==> src/rtl/assert_macros.svh <==
// Assertion macros shared by the scheduler RTL.
`ifndef ASSERT_MACROS_SVH
`define ASSERT_MACROS_SVH

// Plain property, sampled on the rising edge, off during reset.
`define MPPS_ASSERT(lbl, clk, rst, prop, msg) \
   lbl: assert property (@(posedge clk) disable iff (rst) (prop)) else $error(msg);

// Same-cycle implication.
`define MPPS_ASSERT_IMP(lbl, clk, rst, ante, cons, msg) \
   lbl: assert property (@(posedge clk) disable iff (rst) (ante) |-> (cons)) else $error(msg);

// Next-cycle implication.
`define MPPS_ASSERT_NXT(lbl, clk, rst, ante, cons, msg) \
   lbl: assert property (@(posedge clk) disable iff (rst) (ante) |=> (cons)) else $error(msg);

`endif

==> src/rtl/mpps_pkg.sv <==
// Types, codes and defaults for the multi-policy process scheduler.
package mpps_pkg;

   localparam int DEF_MAX_TASKS = 16;
   localparam int DEF_TIME_BITS = 24;

   localparam int FIELD_TIME_W  = 24;
   localparam int FIELD_INDEX_W = 4;
   localparam int CSR_DATA_W    = 16;

   localparam logic [1:0]  CSR_POLICY     = 2'd0;
   localparam logic [1:0]  CSR_TASK_COUNT = 2'd1;
   localparam logic [1:0]  CSR_QUANTUM    = 2'd2;

   localparam logic [4:0]  TASK_COUNT_RESET = 5'd16;
   localparam logic [15:0] QUANTUM_RESET    = 16'd500;

   typedef enum logic {
      OP_LOAD = 1'b0,
      OP_TICK = 1'b1
   } op_type;

   typedef enum logic [1:0] {
      POLICY_FIFO = 2'd0,
      POLICY_RR   = 2'd1,
      POLICY_SJF  = 2'd2,
      POLICY_PSJF = 2'd3
   } policy_type;

   typedef enum logic [2:0] {
      ST_IDLE,
      ST_FIN_CHK,
      ST_WRAP,
      ST_SCAN,
      ST_DRAIN,
      ST_PICK,
      ST_DEC,
      ST_OUT
   } state_type;

   typedef struct packed {
      logic load;
      logic tick_start;
      logic fin_chk;
      logic wrap_step;
      logic scan_rd;
      logic pick;
      logic dec;
      logic out_load;
   } cmd_type;

   typedef struct packed {
      logic done;
      logic fin_done;
      logic wrap_ge;
      logic scan_last;
      logic out_free;
   } stat_type;

endpackage

==> src/rtl/mpps_controller.sv <==
// Sequencer that steps one scheduler transaction through finish check, scan and update.
module mpps_controller
   import mpps_pkg::*;
(
   input  logic     clock,
   input  logic     reset,
   input  logic     req_valid,
   input  logic     req_operation,
   output logic     req_ready,
   input  stat_type stat,
   output cmd_type  cmd
);

   state_type state_ff;
   state_type state_in;
   op_type    op;

   assign op = op_type'(req_operation);

   always_ff @(posedge clock) begin
      if (reset) begin
         state_ff <= ST_IDLE;
      end else begin
         state_ff <= state_in;
      end
   end

   always_comb begin
      state_in = state_ff;
      unique case (state_ff)
         ST_IDLE: begin
            if (req_valid && op == OP_TICK) begin
               state_in = stat.done ? ST_OUT : ST_FIN_CHK;
            end
         end
         ST_FIN_CHK: state_in = stat.fin_done ? ST_OUT : ST_WRAP;
         ST_WRAP: begin
            if (!stat.wrap_ge) begin
               state_in = ST_SCAN;
            end
         end
         ST_SCAN: begin
            if (stat.scan_last) begin
               state_in = ST_DRAIN;
            end
         end
         ST_DRAIN: state_in = ST_PICK;
         ST_PICK:  state_in = ST_DEC;
         ST_DEC:   state_in = ST_OUT;
         ST_OUT: begin
            if (stat.out_free) begin
               state_in = ST_IDLE;
            end
         end
         default: state_in = ST_IDLE;
      endcase
   end

   always_comb begin
      cmd       = '0;
      req_ready = 1'b0;
      unique case (state_ff)
         ST_IDLE: begin
            req_ready = 1'b1;
            if (req_valid) begin
               if (op == OP_LOAD) begin
                  cmd.load = 1'b1;
               end else begin
                  cmd.tick_start = 1'b1;
               end
            end
         end
         ST_FIN_CHK: cmd.fin_chk = 1'b1;
         ST_WRAP:    cmd.wrap_step = stat.wrap_ge;
         ST_SCAN:    cmd.scan_rd = 1'b1;
         ST_DRAIN:   cmd = '0;
         ST_PICK:    cmd.pick = 1'b1;
         ST_DEC:     cmd.dec = 1'b1;
         ST_OUT:     cmd.out_load = stat.out_free;
         default:    cmd = '0;
      endcase
   end

endmodule

==> src/rtl/mpps_datapath.sv <==
// Task tables, configuration registers, policy selection and result register.
module mpps_datapath
   import mpps_pkg::*;
#(
   parameter int MAX_TASKS = DEF_MAX_TASKS,
   parameter int TIME_BITS = DEF_TIME_BITS
) (
   input  logic                     clock,
   input  logic                     reset,
   input  cmd_type                  cmd,
   output stat_type                 stat,
   input  logic                     csr_we,
   input  logic [1:0]               csr_index,
   input  logic [CSR_DATA_W-1:0]    csr_wdata,
   input  logic [FIELD_INDEX_W-1:0] req_entry_index,
   input  logic [FIELD_TIME_W-1:0]  req_ready_time,
   input  logic [FIELD_TIME_W-1:0]  req_run_time,
   input  logic                     rsp_ready,
   output logic                     rsp_valid,
   output logic                     rsp_running_valid,
   output logic [FIELD_INDEX_W-1:0] rsp_running_index,
   output logic                     rsp_finished_valid,
   output logic [FIELD_INDEX_W-1:0] rsp_finished_index,
   output logic                     rsp_all_done,
   output logic [FIELD_TIME_W-1:0]  rsp_tick_time
);

   localparam int IDX_W = $clog2(MAX_TASKS);
   localparam int CNT_W = IDX_W + 1;
   localparam logic [CNT_W+4:0] MAX_EXT = (CNT_W + 5)'(MAX_TASKS);
   localparam logic [CNT_W-1:0] MAX_CNT = CNT_W'(MAX_TASKS);
   localparam logic [IDX_W+FIELD_INDEX_W-1:0] MAX_IDX_EXT =
      (IDX_W + FIELD_INDEX_W)'(MAX_TASKS);

   // configuration
   policy_type policy_ff, policy_in;
   logic [4:0]  task_count_ff, task_count_in;
   logic [15:0] quantum_ff, quantum_in;
   logic [CNT_W-1:0] n_cnt;
   logic [CNT_W+4:0] tc_ext;
   logic [15:0] q_val;

   // tables
   logic [TIME_BITS-1:0] arr_mem [MAX_TASKS];
   logic [TIME_BITS-1:0] rem_mem [MAX_TASKS];
   logic [TIME_BITS-1:0] arr_rd_ff;
   logic [TIME_BITS-1:0] rem_rd_ff;
   logic                 arr_we, rem_we, rem_re;
   logic [IDX_W-1:0]     rem_wa, rem_ra;
   logic [TIME_BITS-1:0] rem_wd;
   logic [IDX_W+FIELD_INDEX_W-1:0] load_idx_ext;
   logic                 load_ok;
   logic [IDX_W-1:0]     load_addr;
   logic [TIME_BITS+FIELD_TIME_W-1:0] rt_ext, run_ext;

   // scheduler state
   logic [MAX_TASKS-1:0] started_ff, started_in;
   logic                 cur_valid_ff, cur_valid_in;
   logic [IDX_W-1:0]     cur_ff, cur_in;
   logic [15:0]          slice_ff, slice_in;
   logic [TIME_BITS-1:0] clock_ff, clock_in;
   logic [CNT_W-1:0]     total_ff, total_in;
   logic                 done_ff, done_in;

   // scan
   logic [IDX_W-1:0]     idx_ff, idx_in;
   logic [CNT_W-1:0]     start_ff, start_in;
   logic                 pend_ff;
   logic [IDX_W-1:0]     pend_idx_ff;
   logic                 first_v_ff, first_v_in;
   logic [IDX_W-1:0]     first_i_ff, first_i_in;
   logic                 best_v_ff, best_v_in;
   logic [IDX_W-1:0]     best_i_ff, best_i_in;
   logic [TIME_BITS-1:0] best_rem_ff, best_rem_in;
   logic                 rrf_v_ff, rrf_v_in;
   logic [IDX_W-1:0]     rrf_i_ff, rrf_i_in;
   logic                 st_j, run_j;

   // pick
   logic                 next_v;
   logic [IDX_W-1:0]     next_i;
   logic                 take;
   logic [IDX_W-1:0]     pick_cur;
   logic                 finishing;
   logic [16:0]          slice_inc;

   // results
   logic                 res_run_v_ff, res_run_v_in;
   logic [IDX_W-1:0]     res_run_i_ff, res_run_i_in;
   logic                 res_fin_v_ff, res_fin_v_in;
   logic [IDX_W-1:0]     res_fin_i_ff, res_fin_i_in;
   logic [TIME_BITS-1:0] res_time_ff, res_time_in;
   logic                 rsp_valid_ff, rsp_valid_in;
   logic                 rsp_run_v_ff, rsp_fin_v_ff, rsp_done_ff;
   logic [FIELD_INDEX_W-1:0] rsp_run_i_ff, rsp_fin_i_ff;
   logic [FIELD_TIME_W-1:0]  rsp_time_ff;
   logic [IDX_W+FIELD_INDEX_W-1:0] run_i_ext, fin_i_ext;
   logic [TIME_BITS+FIELD_TIME_W-1:0] time_ext;

   // configuration port
   always_comb begin
      policy_in     = policy_ff;
      task_count_in = task_count_ff;
      quantum_in    = quantum_ff;
      if (csr_we) begin
         unique case (csr_index)
            CSR_POLICY:     policy_in = policy_type'(csr_wdata[1:0]);
            CSR_TASK_COUNT: task_count_in = csr_wdata[4:0];
            CSR_QUANTUM:    quantum_in = csr_wdata;
            default:        policy_in = policy_ff;
         endcase
      end
   end

   always_ff @(posedge clock) begin
      if (reset) begin
         policy_ff     <= POLICY_FIFO;
         task_count_ff <= TASK_COUNT_RESET;
         quantum_ff    <= QUANTUM_RESET;
      end else begin
         policy_ff     <= policy_in;
         task_count_ff <= task_count_in;
         quantum_ff    <= quantum_in;
      end
   end

   always_comb begin
      tc_ext = {{CNT_W{1'b0}}, task_count_ff};
      if (task_count_ff == 5'd0) begin
         n_cnt = CNT_W'(1);
      end else if (tc_ext > MAX_EXT) begin
         n_cnt = MAX_CNT;
      end else begin
         n_cnt = tc_ext[CNT_W-1:0];
      end
   end

   assign q_val = (quantum_ff == 16'd0) ? 16'd1 : quantum_ff;

   // load decode
   assign load_idx_ext = {{IDX_W{1'b0}}, req_entry_index};
   assign load_ok      = load_idx_ext < MAX_IDX_EXT;
   assign load_addr    = load_idx_ext[IDX_W-1:0];
   assign rt_ext       = {{TIME_BITS{1'b0}}, req_ready_time};
   assign run_ext      = {{TIME_BITS{1'b0}}, req_run_time};

   // scan element and selection
   assign st_j      = started_ff[pend_idx_ff] | (arr_rd_ff == clock_ff);
   assign run_j     = st_j && (rem_rd_ff != '0);
   assign finishing = cur_valid_ff && (rem_rd_ff == '0);

   always_comb begin
      next_v = 1'b0;
      next_i = cur_ff;
      unique case (policy_ff)
         POLICY_FIFO: begin
            next_v = first_v_ff;
            next_i = first_i_ff;
         end
         POLICY_RR: begin
            if (!cur_valid_ff) begin
               next_v = first_v_ff;
               next_i = first_i_ff;
            end else if (slice_ff == 16'd0) begin
               next_v = rrf_v_ff | first_v_ff;
               next_i = rrf_v_ff ? rrf_i_ff : first_i_ff;
            end else begin
               next_v = 1'b1;
               next_i = cur_ff;
            end
         end
         POLICY_SJF: begin
            if (cur_valid_ff) begin
               next_v = 1'b1;
               next_i = cur_ff;
            end else begin
               next_v = best_v_ff;
               next_i = best_i_ff;
            end
         end
         POLICY_PSJF: begin
            next_v = best_v_ff;
            next_i = best_i_ff;
         end
         default: next_v = 1'b0;
      endcase
   end

   assign take      = cmd.pick && next_v && (!cur_valid_ff || next_i != cur_ff);
   assign pick_cur  = take ? next_i : cur_ff;
   assign slice_inc = {1'b0, slice_ff} + 17'd1;

   // table ports
   always_comb begin
      arr_we = cmd.load && load_ok;
      rem_we = 1'b0;
      rem_wa = load_addr;
      rem_wd = run_ext[TIME_BITS-1:0];
      if (cmd.load && load_ok) begin
         rem_we = 1'b1;
      end else if (cmd.dec && cur_valid_ff && rem_rd_ff != '0) begin
         rem_we = 1'b1;
         rem_wa = cur_ff;
         rem_wd = rem_rd_ff - TIME_BITS'(1);
      end
      rem_re = cmd.tick_start | cmd.scan_rd | cmd.pick;
      if (cmd.scan_rd) begin
         rem_ra = idx_ff;
      end else if (cmd.pick) begin
         rem_ra = pick_cur;
      end else begin
         rem_ra = cur_ff;
      end
   end

   always_ff @(posedge clock) begin
      if (arr_we) begin
         arr_mem[load_addr] <= rt_ext[TIME_BITS-1:0];
      end
      if (cmd.scan_rd) begin
         arr_rd_ff <= arr_mem[idx_ff];
      end
   end

   always_ff @(posedge clock) begin
      if (rem_we) begin
         rem_mem[rem_wa] <= rem_wd;
      end
      if (rem_re) begin
         rem_rd_ff <= rem_mem[rem_ra];
      end
   end

   // scheduler state update
   always_comb begin
      started_in   = started_ff;
      cur_valid_in = cur_valid_ff;
      cur_in       = cur_ff;
      slice_in     = slice_ff;
      clock_in     = clock_ff;
      total_in     = total_ff;
      done_in      = done_ff;
      idx_in       = idx_ff;
      start_in     = start_ff;
      first_v_in   = first_v_ff;
      first_i_in   = first_i_ff;
      best_v_in    = best_v_ff;
      best_i_in    = best_i_ff;
      best_rem_in  = best_rem_ff;
      rrf_v_in     = rrf_v_ff;
      rrf_i_in     = rrf_i_ff;
      res_run_v_in = res_run_v_ff;
      res_run_i_in = res_run_i_ff;
      res_fin_v_in = res_fin_v_ff;
      res_fin_i_in = res_fin_i_ff;
      res_time_in  = res_time_ff;

      if (cmd.load && load_ok) begin
         started_in[load_addr] = 1'b0;
      end

      if (cmd.tick_start) begin
         res_run_v_in = 1'b0;
         res_run_i_in = '0;
         res_fin_v_in = 1'b0;
         res_fin_i_in = '0;
         res_time_in  = clock_ff;
      end

      if (cmd.fin_chk) begin
         if (finishing) begin
            res_fin_v_in = 1'b1;
            res_fin_i_in = cur_ff;
            cur_valid_in = 1'b0;
            total_in     = total_ff + CNT_W'(1);
            if (total_ff + CNT_W'(1) >= n_cnt) begin
               done_in = 1'b1;
            end
         end
         start_in   = {1'b0, cur_ff} + CNT_W'(1);
         idx_in     = '0;
         first_v_in = 1'b0;
         best_v_in  = 1'b0;
         rrf_v_in   = 1'b0;
      end

      if (cmd.wrap_step) begin
         start_in = start_ff - n_cnt;
      end

      if (cmd.scan_rd) begin
         idx_in = idx_ff + IDX_W'(1);
      end

      if (pend_ff) begin
         started_in[pend_idx_ff] = st_j;
         if (run_j) begin
            if (!first_v_ff) begin
               first_v_in = 1'b1;
               first_i_in = pend_idx_ff;
            end
            if (!best_v_ff || best_rem_ff > rem_rd_ff) begin
               best_v_in   = 1'b1;
               best_i_in   = pend_idx_ff;
               best_rem_in = rem_rd_ff;
            end
            if (!rrf_v_ff && {1'b0, pend_idx_ff} >= start_ff) begin
               rrf_v_in = 1'b1;
               rrf_i_in = pend_idx_ff;
            end
         end
      end

      if (take) begin
         cur_valid_in = 1'b1;
         cur_in       = next_i;
         slice_in     = 16'd0;
      end

      if (cmd.dec) begin
         if (cur_valid_ff) begin
            res_run_v_in = 1'b1;
            res_run_i_in = cur_ff;
         end
         slice_in = (slice_inc >= {1'b0, q_val}) ? 16'd0 : slice_inc[15:0];
         clock_in = clock_ff + TIME_BITS'(1);
      end
   end

   always_ff @(posedge clock) begin
      if (reset) begin
         started_ff   <= '0;
         cur_valid_ff <= 1'b0;
         cur_ff       <= '0;
         slice_ff     <= '0;
         clock_ff     <= '0;
         total_ff     <= '0;
         done_ff      <= 1'b0;
         pend_ff      <= 1'b0;
         first_v_ff   <= 1'b0;
         best_v_ff    <= 1'b0;
         rrf_v_ff     <= 1'b0;
         idx_ff       <= '0;
         start_ff     <= '0;
      end else begin
         started_ff   <= started_in;
         cur_valid_ff <= cur_valid_in;
         cur_ff       <= cur_in;
         slice_ff     <= slice_in;
         clock_ff     <= clock_in;
         total_ff     <= total_in;
         done_ff      <= done_in;
         pend_ff      <= cmd.scan_rd;
         first_v_ff   <= first_v_in;
         best_v_ff    <= best_v_in;
         rrf_v_ff     <= rrf_v_in;
         idx_ff       <= idx_in;
         start_ff     <= start_in;
      end
   end

   always_ff @(posedge clock) begin
      pend_idx_ff  <= idx_ff;
      first_i_ff   <= first_i_in;
      best_i_ff    <= best_i_in;
      best_rem_ff  <= best_rem_in;
      rrf_i_ff     <= rrf_i_in;
      res_run_v_ff <= res_run_v_in;
      res_run_i_ff <= res_run_i_in;
      res_fin_v_ff <= res_fin_v_in;
      res_fin_i_ff <= res_fin_i_in;
      res_time_ff  <= res_time_in;
   end

   // result register
   assign run_i_ext = {{FIELD_INDEX_W{1'b0}}, res_run_i_ff};
   assign fin_i_ext = {{FIELD_INDEX_W{1'b0}}, res_fin_i_ff};
   assign time_ext  = {{FIELD_TIME_W{1'b0}}, res_time_ff};

   always_comb begin
      rsp_valid_in = rsp_valid_ff;
      if (cmd.out_load) begin
         rsp_valid_in = 1'b1;
      end else if (rsp_ready) begin
         rsp_valid_in = 1'b0;
      end
   end

   always_ff @(posedge clock) begin
      if (reset) begin
         rsp_valid_ff <= 1'b0;
      end else begin
         rsp_valid_ff <= rsp_valid_in;
      end
   end

   always_ff @(posedge clock) begin
      if (cmd.out_load) begin
         rsp_run_v_ff <= res_run_v_ff;
         rsp_run_i_ff <= run_i_ext[FIELD_INDEX_W-1:0];
         rsp_fin_v_ff <= res_fin_v_ff;
         rsp_fin_i_ff <= fin_i_ext[FIELD_INDEX_W-1:0];
         rsp_done_ff  <= done_ff;
         rsp_time_ff  <= time_ext[FIELD_TIME_W-1:0];
      end
   end

   assign rsp_valid          = rsp_valid_ff;
   assign rsp_running_valid  = rsp_run_v_ff;
   assign rsp_running_index  = rsp_run_i_ff;
   assign rsp_finished_valid = rsp_fin_v_ff;
   assign rsp_finished_index = rsp_fin_i_ff;
   assign rsp_all_done       = rsp_done_ff;
   assign rsp_tick_time      = rsp_time_ff;

   // status
   assign stat.done      = done_ff;
   assign stat.fin_done  = finishing && (total_ff + CNT_W'(1) >= n_cnt);
   assign stat.wrap_ge   = start_ff >= n_cnt;
   assign stat.scan_last = {1'b0, idx_ff} == (n_cnt - CNT_W'(1));
   assign stat.out_free  = !rsp_valid_ff || rsp_ready;

endmodule

==> src/rtl/multi_policy_process_scheduler_top.sv <==
// Top level of the multi-policy process scheduler.
//
// Request channel (req_*): a load transaction writes one task table entry
// (arrival tick and run time) and clears its started flag; it is taken
// without leaving idle and gives no response. A tick advances the scheduler
// one time step unless the set is complete, and gives exactly one response.
// Response channel (rsp_*): the task that ran, the task that finished at the
// start of the tick, the all-done flag and the tick's clock value.
// Configuration (csr_*): policy, task count and quantum, one write per cycle.
// A tick steps through the finish check, the wrap of the round-robin start
// index, a scan of the N entries in use (N being the task count in use), a
// drain, the pick and the decrement before its response is loaded; the scan
// reads one table entry per cycle through the single read port of each table.
// A tick that completes the task set, or any later tick, skips the scan.
// One transaction is in work at a time.
// If the receiver stalls, the response holds in its output register; loads
// are still taken, and a following tick waits before its response is loaded.
// Reset (synchronous) clears flags, clock, counters and the running task and
// restores the default configuration; table contents are kept.
`include "assert_macros.svh"

module multi_policy_process_scheduler_top
   import mpps_pkg::*;
#(
   parameter int MAX_TASKS = DEF_MAX_TASKS,
   parameter int TIME_BITS = DEF_TIME_BITS
) (
   input  logic                     clock,
   input  logic                     reset,
   input  logic                     req_valid,
   output logic                     req_ready,
   input  logic                     req_operation,
   input  logic [FIELD_INDEX_W-1:0] req_entry_index,
   input  logic [FIELD_TIME_W-1:0]  req_ready_time,
   input  logic [FIELD_TIME_W-1:0]  req_run_time,
   output logic                     rsp_valid,
   input  logic                     rsp_ready,
   output logic                     rsp_running_valid,
   output logic [FIELD_INDEX_W-1:0] rsp_running_index,
   output logic                     rsp_finished_valid,
   output logic [FIELD_INDEX_W-1:0] rsp_finished_index,
   output logic                     rsp_all_done,
   output logic [FIELD_TIME_W-1:0]  rsp_tick_time,
   input  logic                     csr_we,
   input  logic [1:0]               csr_index,
   input  logic [CSR_DATA_W-1:0]    csr_wdata
);

   cmd_type  cmd;
   stat_type stat;

   mpps_controller u_ctrl (
      .clock         (clock),
      .reset         (reset),
      .req_valid     (req_valid),
      .req_operation (req_operation),
      .req_ready     (req_ready),
      .stat          (stat),
      .cmd           (cmd)
   );

   mpps_datapath #(
      .MAX_TASKS (MAX_TASKS),
      .TIME_BITS (TIME_BITS)
   ) u_dp (
      .clock              (clock),
      .reset              (reset),
      .cmd                (cmd),
      .stat               (stat),
      .csr_we             (csr_we),
      .csr_index          (csr_index),
      .csr_wdata          (csr_wdata),
      .req_entry_index    (req_entry_index),
      .req_ready_time     (req_ready_time),
      .req_run_time       (req_run_time),
      .rsp_ready          (rsp_ready),
      .rsp_valid          (rsp_valid),
      .rsp_running_valid  (rsp_running_valid),
      .rsp_running_index  (rsp_running_index),
      .rsp_finished_valid (rsp_finished_valid),
      .rsp_finished_index (rsp_finished_index),
      .rsp_all_done       (rsp_all_done),
      .rsp_tick_time      (rsp_tick_time)
   );

   `MPPS_ASSERT(a_cmd_onehot, clock, reset, $onehot0(cmd), "more than one datapath command")
   `MPPS_ASSERT_IMP(a_run_not_done, clock, reset, rsp_valid && rsp_running_valid, !rsp_all_done, "task ran on a completed tick")
   `MPPS_ASSERT_NXT(a_load_single, clock, reset, req_valid && req_ready && req_operation == OP_LOAD, req_ready, "load did not return to idle")

endmodule

==> config.mk <==
export PLATFORM = sky130hd
export DESIGN_NAME = multi_policy_process_scheduler_top
export DESIGN_NICKNAME = d
export VERILOG_FILES = /design/src/rtl/mpps_pkg.sv /design/src/rtl/mpps_controller.sv /design/src/rtl/mpps_datapath.sv /design/src/rtl/multi_policy_process_scheduler_top.sv
export VERILOG_INCLUDE_DIRS = /design/src /design/src/rtl
export SDC_FILE = /design/constraint.sdc
export NUM_CORES = 1
export LEC_CHECK = 0
export CAP_MARGIN = 30
export CORE_MARGIN = 2
export CORE_UTILIZATION = 30
export CTS_BUF_LIST = sky130_fd_sc_hd__clkbuf_16
export CTS_CLUSTER_DIAMETER = 100
export CTS_CLUSTER_SIZE = 12
export DETAILED_ROUTE_END_ITERATION = 10
export DONT_BUFFER_PORTS = 1
export GPL_TIMING_DRIVEN = 1
export HOLD_SLACK_MARGIN = 0.02
export SKIP_LAST_GASP = 1
export SYNTH_ARGS = -nofsm -noshare
export SYNTH_HDL_FRONTEND = slang
export SYNTH_SLANG_ARGS = --single-unit
==> constraint.sdc <==
create_clock -name clock -period 3.7 [get_ports clock]
set_input_delay 1.11 -clock clock [delete_from_list [all_inputs] [get_ports clock]]
set_output_delay 1.11 -clock clock [all_outputs]
set_load 0.01 [all_outputs]
==> flow_summary_export.csv, run 1 <==
group,metric,value,unit
cells_and_area,final_cell_area,50110,sq um
grt,antenna_found_initial,9,
grt,grt_usage,0.1374,
job,cap_violations,0,
place,dpl.cell_count,4563,
grt,grt_pass1_wl,150100,microns
cells_and_area,final_cell_mix,"911 x edfxtp_1, 365 x mux2i_1, 155 x buf_4",
timing,worst_slack,-0.01834,ns
drt,num_vias,22820,
grt,grt_pass1_vias,22850,
yosys,syn_area,42850,sq um
cells_and_area,area_delta_synth_final,16.94,%
worst_hold_path,worstHoldStart,"u_dp.res_time_ff[7]",
place,postPlaceCellArea,46600,sq um
timing,hold_slack,0.4171,ns
timing,post-route-min-period,3.718,ns
yosys,async_reset_ff_frac,0,
setup_path,worst_r2r_endpoint,"u_dp.rem_rd_ff[8]",
setup_path,max_stage_delay,0.40,ns
cts,cts_buffers,98,
place,hpwl,60350,microns
grt,grt_max_degree,107,
drt,wirelength,102300,microns
setup_path,crit_arrival,4.20,ns
drt,wl_per_cell,21.59,microns
outcome,status,"finished with violations",
setup_path,crit_family,"simple AND/OR/NAND/NOR gates",
yosys,yosysWarnings,0,
timing,final-setup-viol-count,1,
floorplanning,dieArea,145900,sq um
cells_and_area,finalNonFillerCells,4740,
grt,use_met2,0.2291,
setup_path,reg2reg_from,"u_dp.slice_ff[0]",
yosys,ys.flop_type,"edfxtp_1",
cts,clk_latency,0.76,ns
yosys,ys_ff_latch,1032,
cells_and_area,fillCellCount,13310,
grt,grt_busiest_layer,"met2",
worst_hold_path,whs_endpoint,"u_dp.rsp_tick_time[7]",
cells_and_area,nets,2952,
setup_path,rrSetupSlack,-0.02,ns
place,io_buffer_count,0,
timing,tightest_slew,0.9194,ns
place,gp_congestion,0.8168,
timing,slew_viol_final,0,
drt,ant_nets,0,
place,preCtsSetupSlack,-0.08428,ns
power_and_ir_drop,ir_worst_vdd,0.4302,mV
power_and_ir_drop,pwr_density_cell,484.5,nW/um^2
setup_path,worstSetupPathType,"reg -> reg",
outcome,failed_checks,"negative setup slack",
floorplanning,core,141600,sq um
grt,gr-total-overflow,0,
worst_hold_path,hold_path_class,"reg -> reg",
cts,clk_pin_slew_worst_paths,0.06,ns
setup_path,cp-start-kind,"flop",
cells_and_area,drive_gt1_frac,0.1854,
floorplanning,fp.dieW,381.9,microns
floorplanning,initial_core_util,0.3026,
yosys,synth_cell_type_count,72,
power_and_ir_drop,p_leak,16.72,nW
timing,rsz0062_at_grt,"true",
drt,drtIter0Drc,1647,
setup_path,critPathSlowestCell,"nor4_4",
cts,cts.root.buffer_cell,"clkbuf_16",
setup_path,r2r_cells,17,
timing,min_period_over_period,1.005,
cts,cts_tree,"yes",
drt,viasPerCell,4.815,
yosys,synth_cells,2630,
yosys,syn-num-nets,2769,
timing,clock_skew,0.1004,ns
yosys,avgSynthCellArea,16.29,sq um
drt,drtPass1Iterations,5,
cts,htreeDepth,3,
setup_path,crit_chain,"buf_6 -> inv_4 -> ha_4 -> nor4b_4 -> buf_4 -> nand4_1 -> buf_4 -> a211o_1 -> nand3b_1 -> o211ai_1 -> nor4_4 -> a31oi_1 -> o31a_4 -> buf_12 -> buf_12 -> mux2i_1 -> mux2i_1",
floorplanning,rows,138,
setup_path,crit_buf_inv,6,
yosys,synth_edf_count,911,
yosys,yosysSeqAreaShare,0.6950,
grt,met3_usage,0.02819,
cts,cts.sinks,1032,
cells_and_area,final_common_cell,"edfxtp_1",
drt,drc,0,
setup_path,cp_max_fo,6,
setup_path,worstSetupEndpointType,"flop",
cells_and_area,final_util,0.3539,
grt,use_met1,0.1815,
setup_path,required,4.18,ns
timing,fmax,268.9,MHz
worst_hold_path,holdPathStages,0,
timing,max-slew-margin-rel,0.3858,
cts,clockBufferDepth,3,
cts,cts_hold_buf,0,
floorplanning,pin_count,113,
timing,finalHoldViolations,0,
floorplanning,die_y,381.9,microns
[how the worst max path moves through the flow]
stage                                  from                  end  slack [ns]  cells after the start
after CTS                  u_dp.slice_ff[0]   u_dp.rem_rd_ff[11]      0.0005                     15
after floorplan           u_dp.rem_rd_ff[6]  u_dp.rem_mem[10][0]       -0.20                      9
after global routing       u_dp.slice_ff[0]    u_dp.rem_rd_ff[8]       -0.21                     17
after detailed placement   u_dp.slice_ff[0]    u_dp.rem_rd_ff[8]       -0.08                     15
final                      u_dp.slice_ff[0]    u_dp.rem_rd_ff[8]       -0.02                     17
after global placement     u_dp.slice_ff[1]     u_dp.slice_ff[6]       -0.32                     19
[per-stage QoR]
step                power, W   TNS, ns
floorplan            0.01461    -37.36
global placement     0.01526    -3.448
detailed placement   0.01528   -0.4170
CTS                  0.02451         0
global route         0.02514    -4.199
finish               0.02428  -0.01834
[synthesized netlist by cell type (all sizes together), types with 4 or more instances]
master	n	area, sq um
and3	18	112.6
nand2	116	435.4
buf	68	421.7
nor2b	28	175.2
o21a	5	37.54
o211ai	6	45.04
ha	62	775.7
a22o	4	35.03
and2	11	68.82
xor2	28	245.2
or2	9	56.30
o22ai	5	31.28
nand2b	27	168.9
mux2i	368	3684
nor3	42	215.2
o21ai	64	320.3
nand4	19	118.9
a211oi	4	30.03
nand3	41	205.2
a21oi	91	455.4
edfxtp	911	27360
a21boi	5	37.54
nor2	139	521.8
a21o	18	135.1
mux4	125	2815
clkbuf	60	225.2
nor4	18	148.9
and4	7	61.31
a22oi	4	30.03
nor3b	4	30.03
a31oi	18	112.6
and3b	4	35.03
nand3b	14	105.1
xnor2	61	534.3
a211o	9	78.83
dfxtp	121	2422
inv	65	244.0
[registers in the layout, indices dropped and copies added (netlist names), 5 cells and up]
name and cells:
u_dp.res_time_ff 24, u_dp.clock_ff 24, u_dp.rem_rd_ff 24, u_dp.arr_rd_ff 24, u_dp.total_ff 5, u_dp.rsp_tick_time 24
u_dp.rem_mem 384, u_dp.start_ff 5, u_dp.best_rem_ff 24, u_dp.quantum_ff 16, u_dp.slice_ff 16, u_dp.task_count_ff 5
u_dp.arr_mem 384, u_dp.started_ff 16
[worst reg2reg max path, stage by stage (launching register included)]
cell	delay (ns)
dfxtp_2	0.32
buf_6	0.12
inv_4	0.05
ha_4	0.11
nor4b_4	0.25
buf_4	0.18
nand4_1	0.20
buf_4	0.21
a211o_1	0.33
nand3b_1	0.10
o211ai_1	0.13
nor4_4	0.40
a31oi_1	0.17
o31a_4	0.18
buf_12	0.17
buf_12	0.16
mux2i_1	0.12
mux2i_1	0.28
[layer usage]
layer | part of all wire | wire length (microns)
met1 | 0.44 | 44830
met5 | 0.00036 | 37
met4 | 0.020 | 2089
met3 | 0.052 | 5333
met2 | 0.49 | 50050
[where the power goes]
| group | switching (W) | leakage [nW] | internal, W |
|---|---|---|---|
| Sequential | 0.000140 | 9.20 | 0.0129 |
| Clock | 0.00429 | 1.45 | 0.00485 |
| Combinational | 0.00112 | 6.07 | 0.000959 |
| Total | 0.00555 | 16.7 | 0.0187 |
[cells by family (layout without fill, tap and decap cells)]
logic type / count (synthesis) / in the layout / synth area share
AOI/OAI and AO/OA: 255 / 255 / 0.03639
xor gates and xnor gates: 89 / 89 / 0.01819
DFF: 1032 / 1032 / 0.6950
and+or+nand+nor: 503 / 503 / 0.05884
buffers and inverters: 193 / 411 / 0.02079
muxes: 495 / 495 / 0.1522
adders and majority gates: 63 / 63 / 0.01857
other: 0 / 2 / 0
[layout make-up]
type / instances / area (sq um) / share of cell area
sequential: 1032 / 29790 / 0.5946
tap: 1890 / 2365 / 0.04720
clock inverter: 37 / 372.9 / 0.007441
clock buffer: 98 / 2452 / 0.04894
timing repair buffer: 211 / 2303 / 0.04597
multi-input combinational: 1405 / 12570 / 0.2509
antenna: 2 / 5.005 / 0.00009989
inverter: 65 / 246.5 / 0.004919
[timing repair]
| action | 4_1_cts | 5_1_grt |
|---|---|---|
| endpoints found under the hold margin | 0 | 0 |
| pin swaps | 2 | 11 |
| gates resized for setup | 6 | 32 |
| cloned | 2 | 6 |
| endpoints found under the setup margin | 21 | 70 |
| setup buffers | 5 | 27 |
Power figures use the tool's default switching activity.
==> run 2, diff against run 1 <==
==> constraint.sdc (replaced) <==
create_clock -name clock -period 4.4 [get_ports clock]
set_input_delay 1.32 -clock clock [delete_from_list [all_inputs] [get_ports clock]]
set_output_delay 1.32 -clock clock [all_outputs]
set_load 0.05 [all_outputs]
==> flow_summary_export.csv, run 2 (synthesis results as in run 1) <==
group,metric,value,unit
grt,grt_pass1_vias,22590,
grt,grt_pass1_wl,146900,microns
worst_hold_path,holdPathStages,0,
floorplanning,fp.dieW,381.9,microns
timing,hold_slack,0.4078,ns
timing,max-slew-margin-rel,0.3075,
cells_and_area,top_regs,"u_dp.arr_mem: 384 flops, u_dp.rem_mem: 384 flops",
outcome,status,"completed",
drt,wl_per_cell,21.15,microns
worst_hold_path,worstHoldStart,"u_dp.res_time_ff[19]",
timing,slew_viol_final,0,
cells_and_area,area_delta_synth_final,13.67,%
place,gp_congestion,0.8162,
floorplanning,die_y,381.9,microns
cts,cts_setup_buffers,0,
drt,drtPass1Iterations,7,
place,io_buffer_count,0,
setup_path,worstSetupPathType,"reg -> reg",
cts,htreeDepth,3,
grt,antenna_found_initial,9,
setup_path,cp-start-kind,"flop",
setup_path,worst_r2r_endpoint,"u_dp.rem_mem[8][7]",
floorplanning,initial_core_util,0.3026,
job,cap_violations,0,
power_and_ir_drop,pwr_density_cell,411.9,nW/um^2
timing,min_period_over_period,0.9214,
cells_and_area,final_common_cell,"edfxtp_1",
setup_path,reg2reg_from,"u_dp.rem_rd_ff[6]",
setup_path,r2r_cells,10,
cells_and_area,final_cell_mix,"911 x edfxtp_1, 368 x mux2i_1, 125 x mux4_2",
drt,num_vias,22300,
power_and_ir_drop,ir_worst_vdd,0.3152,mV
cells_and_area,fillCellCount,13470,
floorplanning,rows,138,
drt,drtIter0Drc,1544,
cts,cts_hold_buf,0,
cts,clk_pin_slew_worst_paths,0.07,ns
drt,ant_nets,0,
cts,clockBufferDepth,3,
timing,fmax,246.7,MHz
cts,cts_buffers,97,
setup_path,worstSetupEndpointType,"flop",
grt,grt_max_degree,107,
power_and_ir_drop,p_leak,16.01,nW
cts,cts.repair.resized,0,
setup_path,required,4.82,ns
grt,grt_usage,0.1335,
cells_and_area,drive_gt1_frac,0.1471,
cells_and_area,final_util,0.3440,
setup_path,cp_max_fo,18,
worst_hold_path,whs_endpoint,"u_dp.rsp_tick_time[19]",
floorplanning,pin_count,113,
timing,tightest_slew,1.034,ns
timing,clock_skew,0.08440,ns
setup_path,crit_arrival,4.48,ns
timing,setup_tns,0,ns
place,hpwl,58970,microns
cts,clk_latency,0.76,ns
drt,wirelength,97920,microns
floorplanning,dieArea,145900,sq um
cells_and_area,nets,2848,
timing,finalHoldViolations,0,
timing,post-route-min-period,4.054,ns
drt,drc,0,
cts,cts_tree,"yes",
timing,rsz0062_at_grt,"false",
setup_path,rrSetupSlack,0.35,ns
cts,cts.root.buffer_cell,"clkbuf_16",
worst_hold_path,hold_path_class,"reg -> reg",
cts,cts.sinks,1032,
floorplanning,core,141600,sq um
drt,viasPerCell,4.816,
timing,final-setup-viol-count,0,
grt,gr-total-overflow,0,
==> run 2: how the worst max path moves through the flow <==
| stage | start | end | slack [ns] | depth (start not counted) |
|---|---|---|---|---|
| floorplan | u_dp.rem_rd_ff[6] | u_dp.rem_mem[10][0] | 0.50 | 9 |
| global placement | u_dp.slice_ff[0] | u_dp.slice_ff[2] | 0.29 | 19 |
| detailed placement | u_dp.rem_rd_ff[5] | u_dp.rem_mem[10][2] | 0.36 | 10 |
| CTS | u_dp.rem_rd_ff[5] | u_dp.rem_mem[10][7] | 0.34 | 10 |
| global route | u_dp.rem_rd_ff[5] | u_dp.rem_mem[10][7] | 0.09 | 10 |
| finish | u_dp.rem_rd_ff[6] | u_dp.rem_mem[8][7] | 0.35 | 10 |
==> run 2: worst max-delay path: stages, from the launching register on <==
cell and delay [ns]:
edfxtp_1 0.49, or4_1 0.61, nor3_1 0.32, nand3b_1 0.22
nand2b_1 0.32, nand3b_1 0.27, nand2_2 0.24, nor3_1 0.07
a31oi_1 0.76, nor2_4 0.21, buf_12 0.26
==> run 2: per-layer routing <==
layer	vias up	GRT usage	wire (microns)
met4	4	0.03835	1809
met2	510	0.2235	47990
met1	11420	0.1761	42800
met3	126	0.02509	5300
li1	10240	-	-
met5	-	0	32
==> run 2: report_power, final <==
part / internal [W] / switching [W] / total, W / leakage (nW)
clock: 0.00398 / 0.00354 / 0.00752 / 1.41
combinational: 0.000671 / 0.000867 / 0.00154 / 5.41
sequential: 0.0109 / 0.000142 / 0.0110 / 9.19
total: 0.0155 / 0.00455 / 0.0201 / 16.0
==> run 2: stage by stage <==
stage	worst slack, ns	area (sq um)	power, W	cells
floorplan	0.5025	42870	0.01231	2630
finish	0.3460	48700	0.02006	4631
CTS	0.3381	48700	0.02033	4629
global placement	0.2876	45930	0.01275	4497
global route	0.09192	48700	0.02080	4631
detailed placement	0.3619	45950	0.01277	4500
==> run 2: final cells by class <==
cell class / count / area, sq um / share of cell area
diodes: 2 / 5.005 / 0.0001028
clock buffers: 97 / 2427 / 0.04984
repair buffers: 108 / 1059 / 0.02173
clock inverters: 32 / 321.6 / 0.006602
flip-flops and latches: 1032 / 29790 / 0.6116
inverters: 65 / 244.0 / 0.005010
well taps: 1890 / 2365 / 0.04855
multi-input cells: 1405 / 12490 / 0.2565
